==> src/rtl/core/ffha_pkg.sv <==
// Shared types, codes and defaults for the first-fit heap allocator.
package ffha_pkg;

   localparam int DEF_HEAP_BYTES    = 16384;
   localparam int DEF_GRANULE_BYTES = 16;
   localparam int DEF_MAX_EXTENTS   = 512;

   localparam logic [1:0] KIND_ALLOC  = 2'd0;
   localparam logic [1:0] KIND_FREE   = 2'd1;
   localparam logic [1:0] KIND_REINIT = 2'd2;

   localparam logic [1:0] ST_OK      = 2'd0;
   localparam logic [1:0] ST_NOFIT   = 2'd1;
   localparam logic [1:0] ST_INVALID = 2'd2;

   localparam logic [4:0] OP_NONE      = 5'd0;
   localparam logic [4:0] OP_LOAD      = 5'd1;
   localparam logic [4:0] OP_READ      = 5'd3;
   localparam logic [4:0] OP_NEXT      = 5'd4;
   localparam logic [4:0] OP_ASPLIT    = 5'd5;
   localparam logic [4:0] OP_AEXACT    = 5'd6;
   localparam logic [4:0] OP_RM_RD     = 5'd7;
   localparam logic [4:0] OP_RM_WR     = 5'd8;
   localparam logic [4:0] OP_DEC       = 5'd9;
   localparam logic [4:0] OP_MBOTH     = 5'd10;
   localparam logic [4:0] OP_MPREV     = 5'd11;
   localparam logic [4:0] OP_MSUCC     = 5'd12;
   localparam logic [4:0] OP_INS_START = 5'd13;
   localparam logic [4:0] OP_IN_RD     = 5'd14;
   localparam logic [4:0] OP_IN_WR     = 5'd15;
   localparam logic [4:0] OP_INS_FIN   = 5'd16;
   localparam logic [4:0] OP_REINIT    = 5'd17;
   localparam logic [4:0] OP_RESP      = 5'd18;

   typedef struct packed {
      logic [4:0] op;
      logic [1:0] st;
   } cmd_type;

   typedef struct packed {
      logic [1:0] kind;
      logic       asz0;
      logic       bad_arg;
      logic       in_range;
      logic       fit;
      logic       exact;
      logic       go_on;
      logic       inv_ovl;
      logic       mp;
      logic       ms;
      logic       full;
      logic       rm_more;
      logic       in_more;
   } stat_type;

endpackage

==> src/rtl/core/ffha_ctrl.sv <==
// Sequencing state machine of the heap allocator.
module ffha_ctrl
   import ffha_pkg::*;
(
   input  logic     clock,
   input  logic     reset,
   input  logic     start,
   output logic     busy,
   input  stat_type stat,
   output cmd_type  cmd
);

   localparam logic [3:0] S_INIT = 4'd0;
   localparam logic [3:0] S_IDLE = 4'd1;
   localparam logic [3:0] S_DISP = 4'd3;
   localparam logic [3:0] S_ARD  = 4'd4;
   localparam logic [3:0] S_ACHK = 4'd5;
   localparam logic [3:0] S_FRD  = 4'd6;
   localparam logic [3:0] S_FCHK = 4'd7;
   localparam logic [3:0] S_FEVL = 4'd8;
   localparam logic [3:0] S_RMRD = 4'd9;
   localparam logic [3:0] S_RMWR = 4'd10;
   localparam logic [3:0] S_INRD = 4'd11;
   localparam logic [3:0] S_INWR = 4'd12;
   localparam logic [3:0] S_RESP = 4'd13;

   logic [3:0] state_ff, state_in;
   logic [1:0] st_ff, st_in;

   always_ff @(posedge clock) begin
      if (reset) begin
         state_ff <= S_INIT;
         st_ff    <= ST_OK;
      end else begin
         state_ff <= state_in;
         st_ff    <= st_in;
      end
   end

   assign busy = (state_ff != S_IDLE);

   always_comb begin
      state_in = state_ff;
      st_in    = st_ff;
      cmd.op   = OP_NONE;
      cmd.st   = st_ff;
      case (state_ff)
         S_INIT: begin
            cmd.op   = OP_REINIT;
            state_in = S_IDLE;
         end
         S_IDLE: begin
            if (start) begin
               cmd.op   = OP_LOAD;
               state_in = S_DISP;
            end
         end
         S_DISP: begin
            st_in    = ST_INVALID;
            state_in = S_RESP;
            case (stat.kind)
               KIND_ALLOC: begin
                  if (!stat.asz0) state_in = S_ARD;
               end
               KIND_FREE: begin
                  if (!stat.bad_arg) state_in = S_FRD;
               end
               KIND_REINIT: begin
                  cmd.op = OP_REINIT;
                  st_in  = ST_OK;
               end
               default: st_in = ST_INVALID;
            endcase
         end
         S_ARD: begin
            if (stat.in_range) begin
               cmd.op   = OP_READ;
               state_in = S_ACHK;
            end else begin
               st_in    = ST_NOFIT;
               state_in = S_RESP;
            end
         end
         S_ACHK: begin
            st_in = ST_OK;
            if (stat.fit && stat.exact) begin
               cmd.op   = OP_AEXACT;
               state_in = S_RMRD;
            end else if (stat.fit) begin
               cmd.op   = OP_ASPLIT;
               state_in = S_RESP;
            end else begin
               cmd.op   = OP_NEXT;
               state_in = S_ARD;
            end
         end
         S_FRD: begin
            if (stat.in_range) begin
               cmd.op   = OP_READ;
               state_in = S_FCHK;
            end else begin
               state_in = S_FEVL;
            end
         end
         S_FCHK: begin
            if (stat.go_on) begin
               cmd.op   = OP_NEXT;
               state_in = S_FRD;
            end else begin
               state_in = S_FEVL;
            end
         end
         S_FEVL: begin
            st_in    = ST_OK;
            state_in = S_RESP;
            if (stat.inv_ovl) begin
               st_in = ST_INVALID;
            end else if (stat.mp && stat.ms) begin
               cmd.op   = OP_MBOTH;
               state_in = S_RMRD;
            end else if (stat.mp) begin
               cmd.op = OP_MPREV;
            end else if (stat.ms) begin
               cmd.op = OP_MSUCC;
            end else if (stat.full) begin
               st_in = ST_INVALID;
            end else begin
               cmd.op   = OP_INS_START;
               state_in = S_INRD;
            end
         end
         S_RMRD: begin
            if (stat.rm_more) begin
               cmd.op   = OP_RM_RD;
               state_in = S_RMWR;
            end else begin
               cmd.op   = OP_DEC;
               state_in = S_RESP;
            end
         end
         S_RMWR: begin
            cmd.op   = OP_RM_WR;
            state_in = S_RMRD;
         end
         S_INRD: begin
            if (stat.in_more) begin
               cmd.op   = OP_IN_RD;
               state_in = S_INWR;
            end else begin
               cmd.op   = OP_INS_FIN;
               state_in = S_RESP;
            end
         end
         S_INWR: begin
            cmd.op   = OP_IN_WR;
            state_in = S_INRD;
         end
         S_RESP: begin
            cmd.op   = OP_RESP;
            state_in = S_IDLE;
         end
         default: state_in = S_IDLE;
      endcase
   end

endmodule

==> config.mk <==
export PLATFORM = sky130hd
export DESIGN_NAME = ffha_ctrl
export DESIGN_NICKNAME = d
export VERILOG_FILES = /design/src/rtl/core/ffha_pkg.sv /design/src/rtl/core/ffha_ctrl.sv
export SDC_FILE = /design/constraint.sdc
export NUM_CORES = 1
export LEC_CHECK = 0
export BUFFER_PORTS_ARGS = -buffer_cell sky130_fd_sc_hd__buf_2
export CAP_MARGIN = 20
export CORE_MARGIN = 2
export CORE_UTILIZATION = 50
export DETAILED_ROUTE_END_ITERATION = 8
export PLACE_DENSITY_LB_ADDON = 0.05
export SLEW_MARGIN = 20
export SYNTH_ARGS = -nofsm -noshare
export SYNTH_HDL_FRONTEND = slang
export SYNTH_SLANG_ARGS = --single-unit
==> constraint.sdc <==
create_clock -name clock -period 1.8 [get_ports clock]
set_input_delay 0.36 -clock clock [delete_from_list [all_inputs] [get_ports clock]]
set_output_delay 0.36 -clock clock [all_outputs]
set_load 0.01 [all_outputs]
Yosys cells after proc, flatten, opt, wreduce, memory -nomap -nowiden
Index checks and enable logic that the tools add are counted.
{"block": "totals", "reg_bits": 6, "word_cells": 65, "out_inout_bits": 8, "ram_bits": 0, "n_memories": 0, "rom_bits": 0, "inputBits": 17, "latchBits": 0}
{"block": "classes", "muxes": 39, "shift": 0, "addsub": 0, "eq_ne": 17, "magnitude_cmp": 0, "multipliers": 0, "div": 0, "n_bitwise": 0, "n_reduce_logical": 7}
{"cell": "one-hot mux 5 bit (12 select lines)", "count": 1}
{"cell": "two-way mux 4 bit", "count": 14}
{"cell": "one-hot mux 4 bit (11 select lines)", "count": 1}
{"cell": "equality test 4 bit, second input constant", "count": 6}
{"cell": "two-way mux 3 bit", "count": 7}
{"cell": "two-way mux 2 bit", "count": 9}
{"cell": "equality test 4 x 3 -> 1 bit, second input constant", "count": 4}
{"cell": "two-way mux 5 bit", "count": 2}
{"cell": "one-hot mux 2 bit (4 select lines)", "count": 1}
{"cell": "one-hot mux 4 bit (2 select lines)", "count": 1}
{"cell": "equality test 4 x 1 -> 1 bit, second input constant", "count": 1}
{"cell": "equality test 4 x 2 -> 1 bit, second input constant", "count": 1}
{"cell": "logical NOT 4 bit", "count": 1}
{"cell": "!= test 2 bit, second input constant", "count": 2}
{"cell": "!= test 4 x 1 -> 1 bit, second input constant", "count": 1}
{"cell": "nonzero test 4 bit", "count": 1}
{"cell": "two-way mux 1 bit", "count": 3}
{"cell": "equality test 2 x 1 -> 1 bit, second input constant", "count": 1}
{"cell": "equality test 2 bit, second input constant", "count": 1}
{"cell": "logical AND 1 bit", "count": 2}
{"cell": "logical NOT 2 bit", "count": 1}
{"cell": "AND reduction 2 bit", "count": 1}
{"cell": "OR reduction 2 bit", "count": 1}

Longest topological paths before layout
{"block": "logic_depth", "ltp_word": 6, "ltp_mapped": 6, "depth_no_buf": 4}

Least setup slack after synthesis
OpenSTA, ideal clock, no wires.
{"block": "synth_timing", "kind": "register -> output", "start": "register state_ff[1]", "end": "output cmd[5] in the netlist's numbering", "t_required_ps": 1440, "path_buffers": 1, "path_stages_with_launch": 5, "t_arrival_ps": 1328, "setup_slack_ps": 112, "path_cell_list": "dfxtp_1 > buf_6 > or4b_4 > a211oi_4 > a21o_1"}
{"element": "from (decl)", "line": "ffha_ctrl.sv:27", "source": "logic [3:0] state_ff, state_in;"}
{"element": "from (signal assigned)", "line": "ffha_ctrl.sv:35", "source": "state_ff <= state_in;"}
{"element": "to (decl)", "line": "ffha_ctrl.sv:10", "source": "output cmd_type cmd"}

==> out/results.tsv <==
metric	value	unit
clock-sinks	6	
hold_violations	0	
finClkSkew	0.00716	ns
grt_pass1_vias	912	
cts-root-buf	clkbuf_4	
tightest_slew	0.518	ns
synthesis.area	800	um^2
pwr-share-seq	0.333	
insertion_delay	0.25	ns
crit_path_start_kind	flop	
final_layout_size_suffix_gt1_frac	0.388	
pin_count	25	
synth_edf_count	0	
num_antenna_cells	0	
core	1510	um^2
swShare	0.325	
p_leak	0.474	nW
grt.overflow.total	0	
period_needed	2.02	ns
htreeDepth	1	
synth_nets	128	
ys_ff_latch	6	
slew_viol_final	0	
violations	setup timing	
worstPathMaxFanout	5	
p_total	0.000416	W
final_nets	166	
grt_max_degree	19	
clk_path_buf_depth	2	
yosys.area_share.xor_xnor	0.0110	
setup_viol	5	
hp-class	in2reg	
io_buffers	24	
start_util	0.531	
cap_viol_max_count	0	
status	finished, violations left	
grtUsageTotal	0.288	
drtIter0Drc	47	
via_per_inst	6.34	
holdBufCountCts	0	
ys.flop_type	dfxtp_1	
cp_data_arrival_time	1.66	ns
cts_tree	yes	
vias	1033	
dieArea	1930	um^2
clkSlewWorstSetupHoldPaths	0.05	ns
whs	0.380	ns
seq_area_frac_synth	0.150	
worstSetupPathType	reg2out	
p_int	0.000281	W
synth_mux_area_frac	0.0391	
async_flop_share	0	
timing.fmax	496	MHz
fillers	125	
worst_slack	-0.216	ns
power_density	377	nW/um^2
gp_congestion	0.859	
die_h	44.0	um
firstDrtPassIters	4	
wl_per_cell	16.0	um
synth_compound_area_frac	0.369	
p_switching	0.000135	W
syn_inst	111	
synth_top_family_by_area	compound AO/OA/AOI/OAI gates	
hpwl	1850	um
antenna_found_initial	0	
post-route-period-util	1.12	
fp.dieW	44.0	um
slew_headroom	0.652	
syn_avg_cell_area	7.20	um^2
synthAdderAreaFrac	0	
ys_types	42	
yosys.area_share.simple	0.360	
power_frac_clock	0.320	
placed_area	992	um^2
drc	0	
end_kind	primary output	
design_area	1100	um^2
drtAntennaViolNets	0	
grt_pass1_wl	4140	um
cp_data_required_time	1.44	ns
vdd_drop_max	0.296	mV
combinationalPowerShare	0.347	
routed_wl	2610	um
rsz0062_at_grt	yes	
area_delta_synth_final	38.2	%
rows	14	
numCtsBuffers	3	
ys.warnings.count	0	
-- synthesized netlist by cell type (3+ instances only) --
cell / n / share of area
nand2b_1: 5 / 0.039
buf_2: 3 / 0.019
dfxtp_1: 6 / 0.15
o21ai_0: 9 / 0.056
nor2_1: 5 / 0.023
clkbuf_1: 5 / 0.023
inv_1: 3 / 0.014
a21oi_1: 9 / 0.056
nand3b_1: 3 / 0.028
o22ai_1: 5 / 0.039
nor3b_1: 4 / 0.038
a31oi_1: 4 / 0.031
nand2_1: 4 / 0.019
nor2b_1: 10 / 0.078
-- power by group through the flow --
stage	clock network [W]	registers [W]	logic (W)
2_1_floorplan	0	0.000142	0.0000710
3_3_place_gp	0	0.000141	0.000128
3_5_place_dp	0	0.000142	0.000130
4_1_cts	0.000137	0.000138	0.000140
5_1_grt	0.000145	0.000139	0.000156
6_report	0.000133	0.000139	0.000144
-- layout make-up --
type / instances / area (um^2) / area share
clock buffer: 3 / 22.5 / 0.0204
inverter: 3 / 11.3 / 0.0102
multi-input combinational: 93 / 643 / 0.582
sequential: 6 / 125 / 0.113
tap: 16 / 20.0 / 0.0181
timing repair buffer: 42 / 283 / 0.256
-- critical path, stage by stage (launching register included) --
cell and delay (ns):
dfxtp_4 0.37, or4b_4 0.55, a211oi_4 0.25, a21o_1 0.12
buf_2 0.12
-- through the flow --
stage	cells	setup TNS [ns]	util	setup WS (ns)
after floorplan	111	0	-	0.112
after global placement	155	0	0.659	0.0386
after detailed placement	155	-0.00603	0.659	-0.00603
after CTS	163	-0.817	0.732	-0.224
after global routing	163	-1.09	0.733	-0.280
final	163	-0.802	0.733	-0.216
-- state kept, by name, indices dropped and copies added (netlist names) --
register and count:
state_ff 4, st_ff 2
-- repair_timing --
| item | 4_1_cts | 5_1_grt |
|---|---|---|
| resized for setup | 10 | 3 |
| setup endpoints to repair | 5 | 6 |
| pin swaps | 3 | 0 |
| setup buffers | 5 | 0 |
-- worst paths after layout --
path | to | cells after the start | from | slack, ns
setup / recovery | cmd[5] | 4 | state_ff[1] | -0.22
hold / removal | st_ff[0] | 2 | reset | 0.38
setup reg to reg | st_ff[1] | 6 | state_ff[2] | 0.22
hold reg to reg | st_ff[1] | 1 | st_ff[1] | 0.47
-- cells by family (layout without fill, tap and decap cells) --
family | after synthesis | in the layout
buffers and inverters | 12 | 48
AO/OA/AOI/OAI | 43 | 43
AND/OR/NAND/NOR | 46 | 46
XOR/XNOR | 1 | 1
flip-flops | 6 | 6
multiplexers | 3 | 3
-- placed cells by master (no fill, tap or decap), types with 2 or more instances in the layout --
master and count:
nand4_1 2, nand2_1 4, nor2_1 5, buf_2 24, dfxtp_1 4, mux2i_1 2
a21o_1 2, nor2b_1 9, or2_2 2, o21ai_0 7, nand3_1 2, nand2b_1 4
clkbuf_4 3, o22ai_1 5, inv_1 3, buf_4 14, nor3b_1 3, o21ai_1 2
and3_1 2, buf_6 2, a22oi_1 2, nor3_1 2, a21oi_1 9, nand3b_1 3
a31oi_1 4
-- routing by layer --
metal  vias to the layer above  track usage  routed length (um)
li1                        495            -                   -
met1                       490        0.358                1070
met2                        46        0.512                1360
met3                         2       0.0375                 163
met4                         0       0.0848                  11
met5                         -            0                   0
No activity file was read; power rests on OpenSTA's default activity.
